### config.mk
export PLATFORM = sky130hd
export DESIGN_NAME = gca_atan
export DESIGN_NICKNAME = d
export VERILOG_FILES = /design/src/rtl/great_circle_angle_azel_macros.svh /design/src/rtl/gca_pkg.sv /design/src/rtl/gca_atan.sv
export SDC_FILE = /design/constraint.sdc
export NUM_CORES = 2
export LEC_CHECK = 0
export BUFFER_PORTS_ARGS = -buffer_cell sky130_fd_sc_hd__buf_4
export CORE_UTILIZATION = 35
export CTS_BUF_LIST = sky130_fd_sc_hd__clkbuf_8
export DETAILED_ROUTE_END_ITERATION = 16
export GPL_ROUTABILITY_DRIVEN = 0
export GPL_TIMING_DRIVEN = 1
export SLEW_MARGIN = 20
export SYNTH_ARGS = -nofsm -noshare
export SYNTH_HDL_FRONTEND = slang
export SYNTH_SLANG_ARGS = --single-unit
### constraint.sdc
create_clock -name clk -period 9.34 [get_ports clk]
set_input_delay 0.467 -clock clk [delete_from_list [all_inputs] [get_ports clk]]
set_output_delay 0.467 -clock clk [all_outputs]
set_load 0.005 [all_outputs]
### src/rtl/great_circle_angle_azel_macros.svh
// Assertion macros for the great circle angle block.
// Used by the top level only; expects clk and arst_n in scope.
`ifndef GREAT_CIRCLE_ANGLE_AZEL_MACROS_SVH
`define GREAT_CIRCLE_ANGLE_AZEL_MACROS_SVH

`define GCA_CHECK(lbl, ante, cons, msg) \
	lbl: assert property (@(posedge clk) disable iff (!arst_n) (ante) |-> (cons)) \
		else $error(msg);

`define GCA_AFTER(lbl, ante, n, cons, msg) \
	lbl: assert property (@(posedge clk) disable iff (!arst_n) (ante) |-> ##(n) (cons)) \
		else $error(msg);

`endif

### src/rtl/gca_pkg.sv
// Shared types, constants and the arctangent table for the great circle angle block.
// No dependencies.
package gca_pkg;
	localparam int ANGLE_BITS = 16;
	localparam int CORDIC_STEPS = 16;
	localparam int TABLE_LEN = 24;
	localparam int SQRT_STEPS = 31;
	localparam logic signed [32:0] INV_GAIN_Q30 = 33'sd652032874;
	localparam logic signed [33:0] QUARTER_TURN = 34'sd1073741824;
	localparam logic signed [31:0] ONE_Q30 = 32'sd1073741824;

	localparam logic [31:0] ATAN_TURN [0:TABLE_LEN-1] = '{
		32'h20000000, 32'h12E4051E, 32'h09FB385B, 32'h051111D4,
		32'h028B0D43, 32'h0145D7E1, 32'h00A2F61E, 32'h00517C55,
		32'h0028BE53, 32'h00145F2F, 32'h000A2F98, 32'h000517CC,
		32'h00028BE6, 32'h000145F3, 32'h0000A2FA, 32'h0000517D,
		32'h000028BE, 32'h0000145F, 32'h00000A30, 32'h00000518,
		32'h0000028C, 32'h00000146, 32'h000000A3, 32'h00000051
	};

	typedef struct packed {
		logic [ANGLE_BITS-1:0] target_azimuth;
		logic signed [ANGLE_BITS-1:0] target_elevation;
		logic [ANGLE_BITS-1:0] axis_azimuth;
		logic signed [ANGLE_BITS-1:0] axis_elevation;
	} in_t;

	typedef struct packed {
		logic [ANGLE_BITS-1:0] central_angle;
		logic signed [15:0] cosine_value;
	} out_t;
endpackage

### src/rtl/gca_atan.sv
// Pipelined vectoring-mode CORDIC giving the arccosine angle in 32-bit turns.
// Depends on gca_pkg for the arctangent table.
module gca_atan #(
	parameter int STEPS = gca_pkg::CORDIC_STEPS,
	parameter int SIDE_W = 16
) (
	input  logic clk,
	input  logic arst_n,
	input  logic req,
	input  logic signed [31:0] cosine,
	input  logic [30:0] sine,
	input  logic [SIDE_W-1:0] side,
	output logic ack,
	output logic signed [33:0] angle,
	output logic [SIDE_W-1:0] side_out
);
	logic vld_s [0:STEPS];
	logic signed [32:0] x_s [0:STEPS];
	logic signed [32:0] y_s [0:STEPS];
	logic signed [33:0] z_s [0:STEPS];
	logic [SIDE_W-1:0] side_s [0:STEPS];
	logic signed [32:0] dw, sw;

	assign dw = 33'(cosine);
	assign sw = signed'({2'b00, sine});

	always_ff @(posedge clk or negedge arst_n) begin
		if (!arst_n) begin
			vld_s[0] <= 1'b0;
		end else begin
			vld_s[0] <= req;
		end
	end

	always_ff @(posedge clk) begin
		side_s[0] <= side;
		if (cosine[31]) begin
			x_s[0] <= sw;
			y_s[0] <= -dw;
			z_s[0] <= gca_pkg::QUARTER_TURN;
		end else begin
			x_s[0] <= dw;
			y_s[0] <= sw;
			z_s[0] <= '0;
		end
	end

	for (genvar i = 0; i < STEPS; i++) begin : g_step
		logic signed [32:0] dx, dy;
		logic signed [33:0] at;
		assign dx = y_s[i] >>> i;
		assign dy = x_s[i] >>> i;
		assign at = signed'({2'b00, gca_pkg::ATAN_TURN[i]});

		always_ff @(posedge clk or negedge arst_n) begin
			if (!arst_n) begin
				vld_s[i+1] <= 1'b0;
			end else begin
				vld_s[i+1] <= vld_s[i];
			end
		end

		always_ff @(posedge clk) begin
			side_s[i+1] <= side_s[i];
			if (y_s[i] > 33'sd0) begin
				x_s[i+1] <= x_s[i] + dx;
				y_s[i+1] <= y_s[i] - dy;
				z_s[i+1] <= z_s[i] + at;
			end else begin
				x_s[i+1] <= x_s[i] - dx;
				y_s[i+1] <= y_s[i] + dy;
				z_s[i+1] <= z_s[i] - at;
			end
		end
	end

	assign ack = vld_s[STEPS];
	assign angle = z_s[STEPS];
	assign side_out = side_s[STEPS];
endmodule

; ---- Word level (Yosys, flattened, before mapping)
; Memory sizes are Yosys's and may differ from the RTL's.
; Cells that the tools add are included.
[word_totals]
mem_bits_rw = 1972
mem_count = 4
ff_bits = 17
out_inout_bits = 51
inputBits = 82
[memory_table]
columns = name, words, word_bits, read_ports, rd_clocked_by_memory_dff, write_ports, line
row1 = z_s, 17, 34, 17, 0, 17, gca_atan.sv:20  ; logic signed [33:0] z_s [0:STEPS];
row2 = x_s, 17, 33, 16, 0, 17, gca_atan.sv:18  ; logic signed [32:0] x_s [0:STEPS];
row3 = y_s, 17, 33, 16, 0, 17, gca_atan.sv:19  ; logic signed [32:0] y_s [0:STEPS];
row4 = side_s, 17, 16, 17, 0, 17, gca_atan.sv:21  ; logic [SIDE_W-1:0] side_s [0:STEPS];
[classes]
n_addsub = 96
n_lt_le_gt_ge = 16
n_bitwise = 51
muxes = 102
[op_table]
columns = op, count
row1 = $mux 33, 34
row2 = $mux 34, 17
row3 = $gt 33x1->1 const B, 16
row4 = $add 33x18->33, 2
row5 = $add 33x19->33, 2
row6 = $add 33x20->33, 2
row7 = $add 33x21->33, 2
row8 = $add 33x22->33, 2
row9 = $add 33x23->33, 2
row10 = $add 33x24->33, 2
row11 = $add 33x25->33, 2
row12 = $add 33x26->33, 2
row13 = $add 33x27->33, 2
row14 = $add 33x28->33, 2
row15 = $add 33x29->33, 2
row16 = $add 33x30->33, 2
row17 = $add 33x31->33, 2
row18 = $add 33x32->33, 2
row19 = $sub 33x18->33, 2
row20 = $sub 33x19->33, 2
row21 = $sub 33x20->33, 2
row22 = $sub 33x21->33, 2
row23 = $sub 33x22->33, 2
row24 = $sub 33x23->33, 2
row25 = 46 further kinds, 156

; ---- Logic depth before layout (Yosys ltp)
; An unclocked memory read counts as a cell.
[logic_depth]
ltp_word = 5
depth_mapped = 27

; ---- Worst setup path after synthesis
; Ideal clock, no wire load.
[synth_path]
kind = register -> register
start = memory y_s[12][14]
end = memory x_s[13][32]
setup_slack_ns = 2.637
stages_incl_launch_ff = 26
arrival_time_ns = 6.576
setup_time_ns = 0.127
path_buffers = 2
path_cell_list = dfxtp_1 -> nor3_1 -> nand2_1 -> nor4b_1 -> nand2_1 -> nor3_1 -> nand4_1 -> or3_1 -> nor2b_1 -> clkbuf_1 -> clkinv_1 -> buf_1 -> nor2_1 -> xnor2_1 -> ha_1 -> nor2b_1 -> o21ai_0 -> a21boi_0 -> o21ai_0 -> o21ai_0 -> a41o_1 -> o41a_1 -> a41oi_1 -> nand2_1 -> a221oi_1 -> xnor2_1
[synth_rtl]
columns = element, line
row1 = start: declaration, gca_atan.sv:19
row2 = end: declaration, gca_atan.sv:18

==> run summary <==
Synth area leaders: dfxtp_1 30%, ha_1 15%, xnor2_1 9.2%
Core Region: 333700 um^2
crit path max fanout: 36
vias in the first global route: 93650
Mapped Area: 117500 um^2
worst-margin pin slew: 1111 ps
slowest library cell on the worst path: nor4b_1
Fmax achieved: 0.1283 GHz
CP max stage delay: 700 ps
Vias/cell: 5.209
area added between synthesis and finish: 11.93%
cell with the most instances after synthesis: dfxtp_1
# nets final: 15490
setup TNS: 0 ps
Hold WC Path Type: in2reg
Worst slew margin: 0.2523
antenna-violating nets left: 0
Synth cell types: 89
DR vias: 96810
Clk pin slew, worst setup/hold paths: 60 ps
clk_lat worst skew: 1090 ps
starting DRC count in detailed routing: 5503
Setup Viol. Count Final: 0
full die area: 338100 um^2
Seq/Total Area, Yosys: 0.3016
CTS H-Tree Depth: 5
# IOs: 133
final wirelength: 304600 um
Die W: 581.5 um
CP required: 10330 ps
Setup Crit Path Kind: reg2reg
CP top delay family: simple AND/OR/NAND/NOR gates
MaxCap Viol Count: 0
cts bufs inserted: 315
grt total ovfl: 0
worst path cell trace: nor3_1 -> nand2_1 -> nor4b_1 -> nand2_1 -> nor3_1 -> nand4_1 -> or3_1 -> nor2b_2 -> buf_4 -> clkinv_1 -> nor2_1 -> xor2_1 -> ha_1 -> nor2b_1 -> o31a_1 -> o211ai_1 -> a21boi_0 -> a31o_2 -> a211oi_1 -> o41ai_1 -> a211oi_1 -> o21ai_0 -> a21oi_1 -> xor2_1
clk buf depth: 4
RSZ-0062 raised after global routing: false
largest net degree at the start of global routing: 70
Final Max Slew Viols: 0
Bufs and invs on worst path: 2
EDFF count, synth: 0
Post-DP HPWL: 243800 um
Final Cycle Share: 0.8343
crit end category: flip-flop
Critical Path Start Type: flip-flop
yosys warns: 0
fill count: 33840
Period minus WS final: 7792 ps
Post-CTS Setup Bufs: 0
share of cells above drive strength 1: 0.06003
gr usage total: 0.1734
first-pass GRT wire length: 488300 um
Mapped Cells: 13580
cts hold-fix bufs: 142
Die H: 581.5 um
status: complete, no violations
num rows: 212
largest area contributor in the netlist: dfxtp_1
initial antenna violation count: 2
DR DRC count: 0
CTS tree: yes
Worst Path Arrival: 8780 ps
PortBufs: 131
most used flip-flop cell after synthesis: dfxtp_1
Post-synth ARST share: 0.009626
top cells by count, synth: 1749 x dfxtp_1, 1411 x ha_1, 1263 x a21oi_1, 1233 x xnor2_1, 987 x nor2_1
Avg Inst Size Synth: 8.653 um^2
Post-CTS Resized: 0
endpoints failing hold: 0
wire per inst: 16.39 um
clock sinks: 1766
detailed-router iteration count before antenna repair: 5
worst clock skew: 125.9 ps
#FFs+latches synth: 1766
area share of the largest cell type after synthesis: 0.2979
Initial Utilization: 0.3522
CTS root buf: clkbuf_8
## stage by stage
step           utilization  hold WS [ps]  setup slack (ps)  std cells  area, um^2
3_5_place_dp        0.3695         312.1              1682      17880      123300
3_3_place_gp        0.3695         310.0              1656      17880      123300
5_1_grt             0.3942         71.43             817.1      18580      131500
4_1_cts             0.3942        0.7687              1625      18580      131500
2_1_floorplan            -         171.4              2637      13580      117500
6_report            0.3942         133.7              1548      18580      131500
## placed cells by master, fill, tap and decap left out, types with 215 or more instances in the layout
| cell | count |
|---|---|
| dfxtp_1 | 1749 |
| ha_1 | 1411 |
| a21oi_1 | 1261 |
| xnor2_1 | 1233 |
| nor2_1 | 980 |
| nand2_1 | 812 |
| o21ai_0 | 760 |
| inv_1 | 665 |
| xor2_1 | 644 |
| a21o_1 | 638 |
| clkbuf_8 | 380 |
| nor3_1 | 256 |
| nand3_1 | 232 |
| nor2b_1 | 224 |
| nand2b_1 | 215 |
## area by class of cell
type                    count  area (um^2)  share of cell area
diodes                      3        7.507          0.00005707
clock buffers             380         5230             0.03976
clock inverters           182         1597             0.01214
inverters                 608         2282             0.01735
multi-input cells       10950        78780              0.5989
flip-flops and latches   1766        35440              0.2694
well taps                4387         5489             0.04173
repair buffers            313         2718             0.02066
## cells by family after synthesis
logic type,share of synthesized area
buffers and inverters,0.02879
multiplexers,0.008688
AO/OA/AOI/OAI,0.2170
flip-flops,0.3016
AND/OR/NAND/NOR,0.1465
XOR/XNOR,0.1399
adder cells (fa/ha/maj),0.1576
other,0.00003191
## routing by layer
metal | wire length (um) | track usage | vias up
met2 | 144400 | 0.3059 | 1981
met4 | 11820 | 0.06876 | 0
met1 | 136600 | 0.2140 | 44610
met5 | 0 | 0 | -
li1 | - | - | 49630
met3 | 11850 | 0.01980 | 594
## state kept, by name (all words and copies together), names as in the netlist
register	count
y_s	527
x_s	479
z_s	471
side_s	272
vld_s	16
ack	1
## path summary, 6_finish.rpt
check                           cells after the start           start        endpoint  slack, ps
min in group asynchronous                           3          arst_n        vld_s[4]        670
max in group asynchronous                           3          arst_n        vld_s[1]       8190
worst max register to register                     24     y_s[12][14]     y_s[13][32]       1550
worst min register to register                      0  side_s[0][193]  side_s[0][209]        300
worst min-delay path                                2         side[6]    side_s[0][6]        130
worst max-delay path                               24     y_s[12][14]     y_s[13][32]       1550
Power is left out: the tool's default activity adds up to more than one toggle a clock period on the data nets, which glitch-free logic cannot reach.
