### src/rtl/great_circle_angle_azel_macros.svh
// Assertion macros for the great circle angle block.
// Used by the top level only; expects clk and arst_n in scope.
`ifndef GREAT_CIRCLE_ANGLE_AZEL_MACROS_SVH
`define GREAT_CIRCLE_ANGLE_AZEL_MACROS_SVH

`define GCA_CHECK(lbl, ante, cons, msg) \
	lbl: assert property (@(posedge clk) disable iff (!arst_n) (ante) |-> (cons)) \
		else $error(msg);

`define GCA_AFTER(lbl, ante, n, cons, msg) \
	lbl: assert property (@(posedge clk) disable iff (!arst_n) (ante) |-> ##(n) (cons)) \
		else $error(msg);

`endif

### src/rtl/gca_pkg.sv
// Shared types, constants and the arctangent table for the great circle angle block.
// No dependencies.
package gca_pkg;
	localparam int ANGLE_BITS = 16;
	localparam int CORDIC_STEPS = 16;
	localparam int TABLE_LEN = 24;
	localparam int SQRT_STEPS = 31;
	localparam logic signed [32:0] INV_GAIN_Q30 = 33'sd652032874;
	localparam logic signed [33:0] QUARTER_TURN = 34'sd1073741824;
	localparam logic signed [31:0] ONE_Q30 = 32'sd1073741824;

	localparam logic [31:0] ATAN_TURN [0:TABLE_LEN-1] = '{
		32'h20000000, 32'h12E4051E, 32'h09FB385B, 32'h051111D4,
		32'h028B0D43, 32'h0145D7E1, 32'h00A2F61E, 32'h00517C55,
		32'h0028BE53, 32'h00145F2F, 32'h000A2F98, 32'h000517CC,
		32'h00028BE6, 32'h000145F3, 32'h0000A2FA, 32'h0000517D,
		32'h000028BE, 32'h0000145F, 32'h00000A30, 32'h00000518,
		32'h0000028C, 32'h00000146, 32'h000000A3, 32'h00000051
	};

	typedef struct packed {
		logic [ANGLE_BITS-1:0] target_azimuth;
		logic signed [ANGLE_BITS-1:0] target_elevation;
		logic [ANGLE_BITS-1:0] axis_azimuth;
		logic signed [ANGLE_BITS-1:0] axis_elevation;
	} in_t;

	typedef struct packed {
		logic [ANGLE_BITS-1:0] central_angle;
		logic signed [15:0] cosine_value;
	} out_t;
endpackage

### src/rtl/gca_isqrt.sv
// Pipelined integer square root, one result bit per stage, with side data carried along.
// Depends on gca_pkg for the stage count.
module gca_isqrt #(
	parameter int SIDE_W = 48
) (
	input  logic clk,
	input  logic arst_n,
	input  logic req,
	input  logic [60:0] radicand,
	input  logic [SIDE_W-1:0] side,
	output logic ack,
	output logic [30:0] root,
	output logic [SIDE_W-1:0] side_out
);
	localparam int N = gca_pkg::SQRT_STEPS;

	logic vld_s [0:N];
	logic [61:0] v_s [0:N];
	logic [61:0] r_s [0:N];
	logic [SIDE_W-1:0] side_s [0:N];

	assign vld_s[0] = req;
	assign v_s[0] = {1'b0, radicand};
	assign r_s[0] = '0;
	assign side_s[0] = side;

	for (genvar k = 0; k < N; k++) begin : g_bit
		localparam logic [61:0] BIT = 62'(1) << (60 - 2 * k);
		logic [61:0] trial;
		assign trial = r_s[k] + BIT;

		always_ff @(posedge clk or negedge arst_n) begin
			if (!arst_n) begin
				vld_s[k+1] <= 1'b0;
			end else begin
				vld_s[k+1] <= vld_s[k];
			end
		end

		always_ff @(posedge clk) begin
			side_s[k+1] <= side_s[k];
			if (v_s[k] >= trial) begin
				v_s[k+1] <= v_s[k] - trial;
				r_s[k+1] <= (r_s[k] >> 1) + BIT;
			end else begin
				v_s[k+1] <= v_s[k];
				r_s[k+1] <= r_s[k] >> 1;
			end
		end
	end

	assign ack = vld_s[N];
	assign root = r_s[N][30:0];
	assign side_out = side_s[N];
endmodule

### config.mk
export PLATFORM = sky130hd
export DESIGN_NAME = gca_isqrt
export DESIGN_NICKNAME = d
export VERILOG_FILES = /design/src/rtl/great_circle_angle_azel_macros.svh /design/src/rtl/gca_pkg.sv /design/src/rtl/gca_isqrt.sv
export SDC_FILE = /design/constraint.sdc
export NUM_CORES = 2
export LEC_CHECK = 0
export ABC_AREA = 0
export CORE_MARGIN = 8
export CORE_UTILIZATION = 40
export DETAILED_ROUTE_END_ITERATION = 6
export DONT_BUFFER_PORTS = 1
export HOLD_SLACK_MARGIN = 0.03
export PLACE_DENSITY = 0.66
export SETUP_SLACK_MARGIN = 0.2
export SLEW_MARGIN = 20
export SYNTH_ARGS = -nofsm -noshare
export SYNTH_HDL_FRONTEND = slang
export SYNTH_SLANG_ARGS = --single-unit
### constraint.sdc
create_clock -name clk -period 3.3 [get_ports clk]
set_input_delay 0.66 -clock clk [delete_from_list [all_inputs] [get_ports clk]]
set_output_delay 0.66 -clock clk [all_outputs]
set_load 0.005 [all_outputs]
Yosys cells after proc, flatten, opt, wreduce, memory -nomap -nowiden
Index checks and enable logic that the tools add are counted.
{"block": "word_totals", "reg_bits": 5269, "elab_cells": 335, "inputBits": 112}
{"block": "classes", "add_sub_neg": 90, "n_mux": 61, "n_lt_le_gt_ge": 31}
{"operator": "61-bit two-way mux", "count": 31}
{"operator": "62-bit greater-or-equal comparator", "count": 30}
{"operator": "62-bit two-way mux", "count": 29}
{"operator": "62-bit subtractor", "count": 29}
{"operator": "61-bit by 11-bit adder with 62-bit output (second input constant)", "count": 1}
{"operator": "61-bit by 13-bit adder with 62-bit output (second input constant)", "count": 1}
{"operator": "61-bit by 15-bit adder with 62-bit output (second input constant)", "count": 1}
{"operator": "61-bit by 17-bit adder with 62-bit output (second input constant)", "count": 1}
{"operator": "61-bit by 19-bit adder with 62-bit output (second input constant)", "count": 1}
{"operator": "61-bit by 21-bit adder with 62-bit output (second input constant)", "count": 1}
{"operator": "61-bit by 23-bit adder with 62-bit output (second input constant)", "count": 1}
{"operator": "61-bit by 25-bit adder with 62-bit output (second input constant)", "count": 1}
{"operator": "61-bit by 27-bit adder with 62-bit output (second input constant)", "count": 1}
{"operator": "61-bit by 29-bit adder with 62-bit output (second input constant)", "count": 1}
{"operator": "61-bit by 3-bit adder with 62-bit output (second input constant)", "count": 1}
{"operator": "61-bit by 31-bit adder with 62-bit output (second input constant)", "count": 1}
{"operator": "61-bit by 33-bit adder with 62-bit output (second input constant)", "count": 1}
{"operator": "61-bit by 35-bit adder with 62-bit output (second input constant)", "count": 1}
{"operator": "61-bit by 37-bit adder with 62-bit output (second input constant)", "count": 1}
{"operator": "61-bit by 39-bit adder with 62-bit output (second input constant)", "count": 1}
{"operator": "61-bit by 41-bit adder with 62-bit output (second input constant)", "count": 1}
{"operator": "61-bit by 43-bit adder with 62-bit output (second input constant)", "count": 1}
{"operator": "61-bit by 45-bit adder with 62-bit output (second input constant)", "count": 1}
{"operator": "61-bit by 47-bit adder with 62-bit output (second input constant)", "count": 1}
{"operator": "other kinds (43)", "count": 43}

Longest topological paths before layout
{"block": "logic_depth", "word_depth": 3, "mapped_depth": 15, "ltp_nobuf": 12}

Worst setup path after synthesis
OpenSTA, ideal clock, no wires.
{"block": "synth_path", "path_type": "register -> register", "startpoint": "register r_s[345] (netlist name)", "endpoint": "register v_s[302] (netlist name)", "arrival_time_ps": 3101, "stages_incl_launch_ff": 15, "synth_period_minus_slack_ps": 3234, "setup_time_ps": 134, "slack_ps": 66, "path_cell_list": "dfxtp_1 > inv_1 > ha_1 > clkbuf_1 > and2_1 > clkbuf_1 > nand4_1 > or4_1 > o21bai_1 > nor4_1 > a21oi_1 > or3b_2 > clkbuf_1 > nor4_1 > xor2_1"}
{"block": "synth_via", "elab_chain_cells": 3, "elab_cells_between_ends": 4}
{"element": "start, declared", "line": "gca_isqrt.sv:19", "source": "logic [61:0] r_s [0:N];"}
{"element": "start signal, assigned by index", "line": "gca_isqrt.sv:44", "source": "r_s[k+1] <= (r_s[k] >> 1) + BIT;"}
{"element": "start signal, assigned by index", "line": "gca_isqrt.sv:47", "source": "r_s[k+1] <= r_s[k] >> 1;"}
{"element": "62-bit by 9-bit adder with 62-bit output *", "line": "gca_isqrt.sv:30", "source": "assign trial = r_s[k] + BIT;"}
{"element": "62-bit subtractor or 62-bit greater-or-equal comparator (tied branches)", "line": "gca_isqrt.sv:43, gca_isqrt.sv:42"}
{"element": "62-bit two-way mux *", "line": "gca_isqrt.sv:42", "source": "if (v_s[k] >= trial) begin"}
{"element": "end signal, assigned by index", "line": "gca_isqrt.sv:43", "source": "v_s[k+1] <= v_s[k] - trial;"}
{"element": "end signal, assigned by index", "line": "gca_isqrt.sv:46", "source": "v_s[k+1] <= v_s[k];"}
{"element": "end, declared", "line": "gca_isqrt.sv:18", "source": "logic [61:0] v_s [0:N];"}
Mark *: on every way between the ends. The rest lies on a longest branch, timed or not.
A chain may end at the register's enable or synchronous reset.

Final worst setup path
{"block": "layout_path", "startpoint": "register v_s[232] (netlist name)", "endpoint": "register v_s[154] (netlist name)"}
{"block": "layout_via", "elab_chain_cells": 2}
{"element": "62-bit greater-or-equal comparator", "line": "gca_isqrt.sv:42"}
{"element": "62-bit two-way mux", "line": "gca_isqrt.sv:42"}
No other way between the ends.

==> results.json <==
{
  "swShare_pct": 28.38,
  "clkTransAtPathRegs_ns": 0.06,
  "internal_power_uw": 92620,
  "synth_seq_area_share_pct": 64.61,
  "startpoint_type": "register",
  "critPathMaxStageDelay_ns": 0.46,
  "fin_skew_ns": 0.1089,
  "yosysWarnings": 0,
  "via_per_inst": 4.842,
  "p_sw_uw": 36700,
  "power.share.clock_pct": 34.9,
  "violations": "design-rule violations",
  "max-cap-violations": 0,
  "crit_path_start": "v_s[232]$_DFF_P_",
  "cts_sinks": 3875,
  "post-route-drc-count": 2,
  "arrival_ns": 3.97,
  "synthTopCellsByArea": "dfxtp_1 64%, ha_1 5.4%, xor2_1 3.1%, xnor2_1 3.0%, a21oi_1 2.4%",
  "antenna_left": 0,
  "synth_cells": 10510,
  "leakage_uw": 0.06557,
  "cts_tree": "done",
  "syn_area_per_cell_sq_um": 11.45,
  "die_w_um": 564.4,
  "synth_top_area_share_pct": 63.96,
  "maxSlewViolCount": 0,
  "status": "finished, violations left",
  "num_rows": 201,
  "reg2reg_from": "v_s[232]$_DFF_P_",
  "vdd_drop_max_uv": 530.8,
  "worstMarginPinSlew_ns": 0.9475,
  "required_ns": 4.05,
  "slew_headroom_pct": 36.25,
  "hp-class": "input pin to register",
  "final_hold_viol_count": 0,
  "clk_path_buf_depth": 4,
  "start_util_pct": 40.17,
  "critPathKind": "register to register",
  "reg2reg_setup_slack_ns": 0.08,
  "gp_congestion": 0.9825,
  "crit_path_end_kind": "register",
  "synth_top_cells_by_count": "3844 x dfxtp_1, 636 x inv_1, 595 x nor2_1, 571 x a21oi_1, 523 x ha_1",
  "ios": 192,
  "fp.dieH_um": 564.4,
  "holdCritStartpoint": "radicand[15]",
  "syn2layout_area_growth_pct": 23.50,
  "routed_wl_um": 268500,
  "synth-edff-count": 0,
  "cp-endpoint": "v_s[154]$_DFF_P_",
  "fin_crit_ns": 3.222,
  "num-fill-cells": 25530,
  "grt-ovfl-total": 0,
  "critPathMaxFanout": 8,
  "rsz0062_at_grt": "true",
  "cts-root-buf": "clkbuf_16",
  "grt_start_max_net_pins": 51,
  "async_flop_share_pct": 0.8000,
  "synth_flop_cell": "dfxtp_1",
  "dp_hpwl_um": 193400,
  "seqCellArea_sq_um": 77790,
  "crit_path_cell_trace": "nor4_4 > nand2_1 > or4_4 > or4_4 > nor4_4 > nand3_2 > or2_4 > buf_12 > buf_16 > buf_12 > nor2_4 > a21oi_2",
  "setup_ws_ns": 0.07839,
  "r2r_cells": 12,
  "io_buffer_count": 0,
  "antenna_found_initial": 10,
  "p_per_area_nw_per_um2": 870.3,
  "design.die.area_sq_um": 318600,
  "ys_seq_elements": 3875,
  "vias": 76460,
  "grt_pass1_vias": 80200,
  "htreeDepth": 5,
  "cts_buffers": 373,
  "fin_nets": 12100,
  "whs_ns": 0.2194,
  "clk_latency_ns": 0.96,
  "p_seq_share_pct": 46.1,
  "dp_slack_ns": -0.4741,
  "core_area_sq_um": 299500,
  "grt_pass1_wl_um": 415100,
  "synth_cell_types": 91,
  "firstDrtPassIters": 7,
  "syn-cell-area_sq_um": 120300,
  "drive_above_1_share_pct": 17.40,
  "drt_iter0_markers": 3451,
  "setup_viol": 0,
  "period_share_pct": 97.62,
  "yosysTopAreaCell": "dfxtp_1",
  "grt_usage_pct": 15.93,
  "p_comb_share_pct": 19.0,
  "slowest_stage": "or4_4",
  "yosysMostFrequentCell": "dfxtp_1",
  "multi_input_area_sq_um": 42780,
  "timing.rr.end": "v_s[154]$_DFF_P_",
  "wl_per_cell_um": 17.01,
  "max_freq_mhz": 310.4
}
==> routing by layer <==
layer	track usage (%)	vias up	wire length [um]
met5	0	-	13
met4	9.951	2	18430
met3	2.429	749	9617
met2	31.03	1615	141800
met1	15.62	36020	98640
li1	-	38070	-
==> logic make-up after synthesis <==
family          synth area share, %
compound gates                8.782
xor+xnor                      6.042
fa+ha+maj                     5.439
buf+inv                       2.898
flops                         64.61
mux                          0.8507
other cells                0.003117
simple gates                  11.38
==> worst min path at each step <==
| stage | to | slack, ns | cells after the start |
|---|---|---|---|
| detailed placement | side_s[1330]$_DFF_P_ | 0.31 | 0 |
| global route | v_s[1914]$_DFF_P_ | 0.17 | 1 |
| floorplan | side_out[0]$_DFF_P_ | 0.31 | 0 |
| global placement | side_s[629]$_DFF_P_ | 0.31 | 0 |
| finish | v_s[1875]$_DFF_P_ | 0.22 | 1 |
| CTS | v_s[1918]$_DFF_P_ | 0.13 | 1 |
==> cells in the final DEF, fill, tap and decap left out, drive strengths merged, types with 314 or more instances in the layout <==
cell	instances
dfxtp	3844
buf	697
inv	656
nor2	595
a21oi	572
clkbuf	530
ha	523
nand2	517
xor2	420
xnor2	410
o21ai	382
nor4	314
==> power groups by stage <==
stage               logic (uW)  clock network (uW)  registers (uW)
floorplan                15700                   0           58200
global placement         21900                   0           60000
detailed placement       22500                   0           60100
CTS                      23400               46300           59200
global route             27000               48400           60300
finish                   24600               45200           59600
==> timing repair <==
action,in CTS,in global routing
cloned,5,10
hold endpoints to repair,141,0
buffers inserted,44,40
gates resized for setup,306,518
hold buffers,112,0
setup endpoints to repair,498,550
pin swaps,83,150
==> stage by stage <==
step                std cells  area [sq um]  total power (uW)  utilization (%)  TNS, ns
CTS                     15690        145600            128900            48.60        0
global route            15790        148600            135800            49.61  -0.1901
global placement        14840        129000             81900            43.07   -22.07
finish                  15790        148600            129300            49.61        0
detailed placement      14840        129000             82610            43.07   -26.10
floorplan               10510        120400             73970                -        0
==> sequential cells by signal (all words and copies together) (netlist names) <==
| name | flops |
|---|---|
| ack | 1 |
| side_out | 48 |
| side_s | 1440 |
| v_s | 1860 |
| vld_s | 30 |
| root | 31 |
| r_s | 465 |
==> layout make-up <==
| type | instances | area share (%) |
|---|---|---|
| Clock buffer | 524 | 7.209 |
| Clock inverter | 167 | 1.890 |
| Inverter | 640 | 1.628 |
| Sequential cell | 3875 | 52.35 |
| Multi-Input combinational cell | 5763 | 28.79 |
| Timing Repair Buffer | 814 | 4.715 |
| Tap cell | 3958 | 3.333 |
| Antenna cell | 48 | 0.08083 |
==> worst max-delay path: cells and delay by family (launching register included) <==
kind / cells / cell delay (ns)
buffers and inverters: 3 / 0.44
AOI/OAI and AO/OA: 1 / 0.04
DFF: 1 / 0.35
and+or+nand+nor: 8 / 2.30
Note: power is estimated with default switching activity, not from simulation.
