==> src/rtl/great_circle_angle_azel_macros.svh <==
// Assertion macros for the great circle angle block.
// Used by the top level only; expects clk and arst_n in scope.
`ifndef GREAT_CIRCLE_ANGLE_AZEL_MACROS_SVH
`define GREAT_CIRCLE_ANGLE_AZEL_MACROS_SVH

`define GCA_CHECK(lbl, ante, cons, msg) \
	lbl: assert property (@(posedge clk) disable iff (!arst_n) (ante) |-> (cons)) \
		else $error(msg);

`define GCA_AFTER(lbl, ante, n, cons, msg) \
	lbl: assert property (@(posedge clk) disable iff (!arst_n) (ante) |-> ##(n) (cons)) \
		else $error(msg);

`endif

==> src/rtl/gca_pkg.sv <==
// Shared types, constants and the arctangent table for the great circle angle block.
// No dependencies.
package gca_pkg;
	localparam int ANGLE_BITS = 16;
	localparam int CORDIC_STEPS = 16;
	localparam int TABLE_LEN = 24;
	localparam int SQRT_STEPS = 31;
	localparam logic signed [32:0] INV_GAIN_Q30 = 33'sd652032874;
	localparam logic signed [33:0] QUARTER_TURN = 34'sd1073741824;
	localparam logic signed [31:0] ONE_Q30 = 32'sd1073741824;

	localparam logic [31:0] ATAN_TURN [0:TABLE_LEN-1] = '{
		32'h20000000, 32'h12E4051E, 32'h09FB385B, 32'h051111D4,
		32'h028B0D43, 32'h0145D7E1, 32'h00A2F61E, 32'h00517C55,
		32'h0028BE53, 32'h00145F2F, 32'h000A2F98, 32'h000517CC,
		32'h00028BE6, 32'h000145F3, 32'h0000A2FA, 32'h0000517D,
		32'h000028BE, 32'h0000145F, 32'h00000A30, 32'h00000518,
		32'h0000028C, 32'h00000146, 32'h000000A3, 32'h00000051
	};

	typedef struct packed {
		logic [ANGLE_BITS-1:0] target_azimuth;
		logic signed [ANGLE_BITS-1:0] target_elevation;
		logic [ANGLE_BITS-1:0] axis_azimuth;
		logic signed [ANGLE_BITS-1:0] axis_elevation;
	} in_t;

	typedef struct packed {
		logic [ANGLE_BITS-1:0] central_angle;
		logic signed [15:0] cosine_value;
	} out_t;
endpackage

==> src/rtl/gca_sincos.sv <==
// Pipelined rotation-mode CORDIC giving sine and cosine in Q1.15.
// Depends on gca_pkg for the arctangent table and the start gain.
module gca_sincos #(
	parameter int STEPS = gca_pkg::CORDIC_STEPS
) (
	input  logic clk,
	input  logic arst_n,
	input  logic req,
	input  logic [31:0] angle,
	output logic ack,
	output logic signed [16:0] cos_val,
	output logic signed [16:0] sin_val
);
	logic vld_s [0:STEPS];
	logic neg_s [0:STEPS];
	logic signed [32:0] x_s [0:STEPS];
	logic signed [32:0] y_s [0:STEPS];
	logic signed [33:0] z_s [0:STEPS];
	logic fold;
	logic [31:0] folded;
	logic signed [32:0] xf, yf;
	logic signed [33:0] xr, yr;
	logic signed [18:0] xs, ys;
	logic ack_q;
	logic signed [16:0] cos_q, sin_q;

	assign fold = (angle[31:30] == 2'd1) || (angle[31:30] == 2'd2);
	assign folded = {angle[31] ^ fold, angle[30:0]};

	always_ff @(posedge clk or negedge arst_n) begin
		if (!arst_n) begin
			vld_s[0] <= 1'b0;
		end else begin
			vld_s[0] <= req;
		end
	end

	always_ff @(posedge clk) begin
		neg_s[0] <= fold;
		x_s[0] <= gca_pkg::INV_GAIN_Q30;
		y_s[0] <= '0;
		z_s[0] <= signed'({{2{folded[31]}}, folded});
	end

	for (genvar i = 0; i < STEPS; i++) begin : g_step
		logic signed [32:0] dx, dy;
		logic signed [33:0] at;
		assign dx = y_s[i] >>> i;
		assign dy = x_s[i] >>> i;
		assign at = signed'({2'b00, gca_pkg::ATAN_TURN[i]});

		always_ff @(posedge clk or negedge arst_n) begin
			if (!arst_n) begin
				vld_s[i+1] <= 1'b0;
			end else begin
				vld_s[i+1] <= vld_s[i];
			end
		end

		always_ff @(posedge clk) begin
			neg_s[i+1] <= neg_s[i];
			if (!z_s[i][33]) begin
				x_s[i+1] <= x_s[i] - dx;
				y_s[i+1] <= y_s[i] + dy;
				z_s[i+1] <= z_s[i] - at;
			end else begin
				x_s[i+1] <= x_s[i] + dx;
				y_s[i+1] <= y_s[i] - dy;
				z_s[i+1] <= z_s[i] + at;
			end
		end
	end

	assign xf = neg_s[STEPS] ? -x_s[STEPS] : x_s[STEPS];
	assign yf = neg_s[STEPS] ? -y_s[STEPS] : y_s[STEPS];
	assign xr = (34'(xf) + 34'sd16384) >>> 15;
	assign yr = (34'(yf) + 34'sd16384) >>> 15;
	assign xs = xr[18:0];
	assign ys = yr[18:0];

	always_ff @(posedge clk or negedge arst_n) begin
		if (!arst_n) begin
			ack_q <= 1'b0;
		end else begin
			ack_q <= vld_s[STEPS];
		end
	end

	always_ff @(posedge clk) begin
		if (xs > 19'sd32768) cos_q <= 17'sd32768;
		else if (xs < -19'sd32768) cos_q <= -17'sd32768;
		else cos_q <= xs[16:0];
		if (ys > 19'sd32768) sin_q <= 17'sd32768;
		else if (ys < -19'sd32768) sin_q <= -17'sd32768;
		else sin_q <= ys[16:0];
	end

	assign ack = ack_q;
	assign cos_val = cos_q;
	assign sin_val = sin_q;
endmodule

==> config.mk <==
export PLATFORM = sky130hd
export DESIGN_NAME = gca_sincos
export DESIGN_NICKNAME = d
export VERILOG_FILES = /design/src/rtl/great_circle_angle_azel_macros.svh /design/src/rtl/gca_pkg.sv /design/src/rtl/gca_sincos.sv
export SDC_FILE = /design/constraint.sdc
export NUM_CORES = 2
export LEC_CHECK = 0
export BUFFER_PORTS_ARGS = -buffer_cell sky130_fd_sc_hd__buf_2
export CAP_MARGIN = 20
export CORE_MARGIN = 2
export CORE_UTILIZATION = 40
export DETAILED_ROUTE_END_ITERATION = 7
export MAX_ROUTING_LAYER = met4
export PLACE_DENSITY_LB_ADDON = 0.08
export SLEW_MARGIN = 15
export SYNTH_ARGS = -nofsm -noshare
export SYNTH_HDL_FRONTEND = slang
export SYNTH_SLANG_ARGS = --single-unit
export TNS_END_PERCENT = 5
==> constraint.sdc <==
create_clock -name clk -period 5.4 [get_ports clk]
set_input_delay 0.54 -clock clk [delete_from_list [all_inputs] [get_ports clk]]
set_output_delay 0.54 -clock clk [all_outputs]
set_load 0.005 [all_outputs]
After elaboration in Yosys (flattened, before gate mapping)
Memories as Yosys holds them, arrays and structs flattened.
Index checks and enable logic that the tools add are counted.

cells by class
  add/sub/neg operators = 99
  $mul = 0
  div/mod/pow operators = 0
  magnitude comparators = 4
  equal/unequal tests = 2
  shift-type cells = 0
  mux-type cells = 84
  bitwise gates (word level) = 49
  reduce and logical (&&, ||, !) cells = 3

operators by type and width
  operator                count
  $mux 33                 34
  $mux 34                 16
  $add 33x16->34 const B  2
  $add 33x18->33          2
  $add 33x19->33          2
  $add 33x20->33          2
  $add 33x21->33          2
  $add 33x22->33          2
  $add 33x23->33          2
  $add 33x24->33          2
  $add 33x25->33          2
  $add 33x26->33          2
  $add 33x27->33          2
  $add 33x28->33          2
  $add 33x29->33          2
  $add 33x30->33          2
  $add 33x31->33          2
  $add 33x32->33          2
  $neg 33->33             2
  $sub 33x18->33          2
  $sub 33x19->33          2
  $sub 33x20->33          2
  $sub 33x21->33          2
  $sub 33x22->33          2
  54 further kinds        147

storage, ports and cells
  register bits = 52
  bits in latches = 0
  bits in writable memories = 1717
  bits in read-only memories = 0
  bits of input ports = 35
  output and inout port bits = 35
  logic and storage cells = 267
  memories kept = 4

memory list
  memory  words  bits a word  read ports  clocked after Yosys merged registers in  write ports  line              source
  z_s     17     34           16          0                                        17           gca_sincos.sv:18  logic signed [33:0] z_s [0:STEPS];
  x_s     17     33           17          0                                        17           gca_sincos.sv:16  logic signed [32:0] x_s [0:STEPS];
  y_s     17     33           17          0                                        17           gca_sincos.sv:17  logic signed [32:0] y_s [0:STEPS];
  neg_s   17     1            17          0                                        17           gca_sincos.sv:15  logic neg_s [0:STEPS];

Longest topological paths before layout
An unclocked memory read counts as a cell.

  depth in word-level cells = 6
  gate-level depth with buffers = 21
  depth with buffers taken out = 21

Worst setup path before layout
No wires, ideal clock.

  path kind = reg2reg
  from = memory z_s[2][33]
  to = memory x_s[3][32]
  library setup time = 0.101 ns
  arrival time = 4.438 ns
  required time = 5.299 ns
  setup slack = 0.861 ns
  cell stages (with the launch flop) = 18
  path buffers = 3
  period minus slack after synthesis = 4.539 ns
  path through = dfxtp_1 > clkbuf_1 > clkbuf_1 > clkbuf_1 > nor2_1 > xor2_1 > ha_1 > a21o_1 > a21oi_1 > o21bai_1 > o211a_2 > nor4_1 > o21ai_1 > a31oi_1 > nor2_1 > o41ai_1 > a21oi_1 > o41ai_1

RTL lines
  what                line
  start: declaration  gca_sincos.sv:18
  end: declaration    gca_sincos.sv:16

==> metrics <==
run status=completed; total of fill cells in the finished design=between 20000 and 30000; Critical Path Sink Type=register; Total Wirelength=just over 300000 um; area growth from synthesis to final layout=11.02%; average vias per placed instance=5.413; WL per Instance=18.40 um; part of the Yosys area used for sequential elements=around 29%; number of sinks driven by the clock tree=approximately 1500; Worst-Margin Slew=1051 ps; syn_area_per_cell=between 8 and 9 sq um; First DRT Iteration DRCs=approximately 5200; dominant cell type by area after synthesis=dfxtp_1; Final HPWL DP=between 200000 and 300000 um; worst skew pair latency=approximately 900 ps; post-route DRC violation count=0; number of enable flip-flop cells after synthesis=0; worst path required time=around 6000 ps; share of flip-flops with an asynchronous set or reset=1.168%; Port Buffer Count=69; die height=around 520 um; flip-flop and latch count after synthesis=between 1500 and 2000; minimum period implied by the final worst setup slack=5092 ps; count of unique library cells instantiated by Yosys=100; cell count after synthesis=between 10000 and 15000; most used flip-flop cell after synthesis=dfxtp_1; remaining global-route overflow=0; area of the core region=270300 sq um; post-CTS setup buffer count=0; Worst setup SP type=register; worst path arrival time=roughly 6000 ps; vias in the first global route=approximately 90000; Initial Utilization=40.13%; final setup fails=0; reg-to-reg setup timing slack=310 ps; root cell of the clock tree=clkbuf_16; top area cells in the synthesized netlist=dfxtp_1 (28%), ha_1 (16%), xnor2_1 (10%); router iterations before antenna repair=6; Netlist Area Pre-Place=roughly 110000 sq um; critical path start-end classification=reg -> reg; path class of the lowest-slack min-delay path=in -> async; maximum number of pins on one net before global-route repair=70; vias=around 90000; share of final-layout standard cells stronger than drive strength 1=around 5.1%; Hold Violations, Final=0; startpoint of the worst register-to-register path=y_s[2][4]; Slew Viols, Final=0; clock transition at the register clock pins on the worst setup and hold paths after CTS=60 ps; RSZ-0062 raised after global routing=false; post-route ant nets=0; clk buf depth=4; GRT Overall Usage=between 20 and 25%; Inst Count DP=16270; non-filler cells, final=roughly 17000; placement row count=191; worst-case headroom to the max-slew limit=around 30%; post-synthesis net count=around 14000; highest net fanout along the worst path=5; number of cells on the worst reg-to-reg path=16; critical register-to-register path endpoint=x_s[3][32]; total number of H-tree levels=4; Peak Freq=196.4 MHz; worst clock skew=39.24 ps; number of primary I/O pins=70; first-pass GRT wire length=486400 um; RePlAce Congestion=0.9165; chip width=~520 um; TritonCTS clock tree=yes; number of maximum-capacitance violations=0; Num CTS Buffers=190; area of the die=~280000 sq um; period utilisation layout=94.29%; initial antenna violation count=11; warnings from Yosys=0; Synth top area share=about 28%; final-stage net count=around 14000
[cells in the mapped netlist (18+ instances only)]
cell       count
nand4_1       75
a211o_1       20
o21a_1       187
or3_1        102
a2111oi_0     28
inv_1        571
nor4_1       106
and2_1        66
o211ai_1      66
nor2b_1      166
dfxtp_1     1523
o31a_1        27
nand3_1      237
buf_1         36
a21boi_0      30
a311oi_1      18
a31oi_1      155
o21bai_1     181
a21oi_1     1361
mux2_2        60
xor2_1       558
o31ai_1       65
o41ai_1       55
o21ai_0      491
nor3_1       371
a31o_2        18
ha_1        1365
clkbuf_1     143
or2_2         40
a211oi_1      98
nand2b_1     171
and3_1       134
nor3b_1       39
nand2_1      557
and4_1        40
mux2i_1       54
o2111ai_1     18
nor2_1      1193
or4_1         41
fa_1          44
a41oi_1       20
xnor2_1     1280
dfrtp_1       18
a21o_1       515
o21ai_1       78
[per-stage QoR]
stage / TNS, ps / cell area (sq um) / hold slack [ps] / setup slack, ps / utilization, %
4_1_cts: 0 / 120400 / 71.48 / 308.6 / 44.55
3_3_place_gp: -116.0 / 113500 / 310.2 / -116.0 / 41.98
3_5_place_dp: 0 / 113500 / 312.1 / 349.1 / 41.99
2_1_floorplan: 0 / 108500 / 244.4 / 861.5 / -
5_1_grt: 0 / 120400 / 103.0 / 0.5684 / 44.55
6_report: 0 / 120400 / 139.5 / 308.1 / 44.55
[per-layer routing]
layer | part of all wire (%) | wire, um | global-route usage [%]
met1 | 47 | 145400 | 28.70
met4 | 2.2 | 6691 | 4.797
met5 | 0 | 0 | -
met3 | 3.6 | 10910 | 2.407
met2 | 47 | 143200 | 37.28
[critical path, stage by stage, from the launching register on]
cell and delay [ps]:
dfxtp_1 350, or3_1 390, nor3b_1 750, nor2_1 110, xor2_1 180, ha_1 230
or3_1 400, o22a_1 230, o211a_2 170, nor4_1 450, o21ai_1 200, a31oi_1 490
nor2_1 140, o41ai_1 350, buf_4 190, a21oi_1 40, o41ai_1 320
[logic make-up after synthesis]
| logic type | share of synthesized area (%) |
|---|---|
| XOR/XNOR | 14.84 |
| flip-flops | 28.53 |
| buffers and inverters | 2.646 |
| AND/OR/NAND/NOR | 15.25 |
| adder cells (fa/ha/maj) | 16.56 |
| multiplexers | 1.132 |
| AO/OA/AOI/OAI | 21.04 |
[registers in the layout (all words and copies together) (netlist names)]
name	count
cos_val	17
vld_s	17
ack	1
x_s	470
z_s	506
neg_s	17
y_s	496
sin_val	17
[what timing repair did]
action | CTS | global route
hold buffers | 33 | 0
endpoints found under the setup margin | 0 | 4
hold endpoints to repair | 51 | 0
gates resized for setup | 0 | 5
[how the worst max path moves through the flow]
stage | startpoint | slack (ps) | end | cells after the start
after floorplan | z_s[2][33] | 860 | x_s[3][32] | 17
after global placement | z_s[6][33] | -120 | z_s[7][33] | 14
after detailed placement | y_s[7][8] | 350 | x_s[8][32] | 20
after CTS | y_s[7][8] | 310 | x_s[8][32] | 20
after global routing | x_s[13][18] | 0.6 | y_s[14][31] | 19
final | y_s[2][4] | 310 | x_s[3][32] | 16
[cells in the final DEF (no fill, tap or decap), types with 38 or more instances in the layout]
| cell | instances |
|---|---|
| nand3_1 | 237 |
| dfxtp_1 | 1508 |
| nor2_1 | 1193 |
| nor4_1 | 106 |
| o211ai_1 | 66 |
| a21o_1 | 515 |
| fa_1 | 44 |
| inv_1 | 571 |
| o41ai_1 | 55 |
| a21oi_1 | 1361 |
| nand4_1 | 75 |
| a211oi_1 | 97 |
| and3_1 | 134 |
| o31ai_1 | 65 |
| buf_4 | 108 |
| xor2_1 | 558 |
| nor2b_1 | 166 |
| or4_1 | 41 |
| mux2_2 | 60 |
| o21a_1 | 187 |
| and4_1 | 40 |
| a31oi_1 | 155 |
| ha_1 | 1365 |
| o21ai_1 | 78 |
| nor3b_1 | 38 |
| nor3_1 | 371 |
| o21ai_0 | 490 |
| or2_2 | 40 |
| o21bai_1 | 181 |
| mux2i_1 | 54 |
| xnor2_1 | 1280 |
| or3_1 | 102 |
| nand2_1 | 557 |
| clkbuf_16 | 193 |
| and2_1 | 66 |
| nand2b_1 | 171 |
| buf_2 | 69 |
[final cells by class]
| class | instances | area [sq um] | area share (%) |
|---|---|---|---|
| diodes | 3 | 7.507 | 0.006234 |
| multi-input cells | 10400 | 74680 | 62.01 |
| clock buffers | 253 | 5385 | 4.472 |
| well taps | 3570 | 4467 | 3.709 |
| clock inverters | 86 | 1192 | 0.9902 |
| repair buffers | 215 | 1573 | 1.306 |
| flip-flops and latches | 1541 | 30960 | 25.71 |
| inverters | 576 | 2162 | 1.795 |
Power is left out: the tool's default activity adds up to more than one toggle a clock period on the data nets, which glitch-free logic cannot reach.
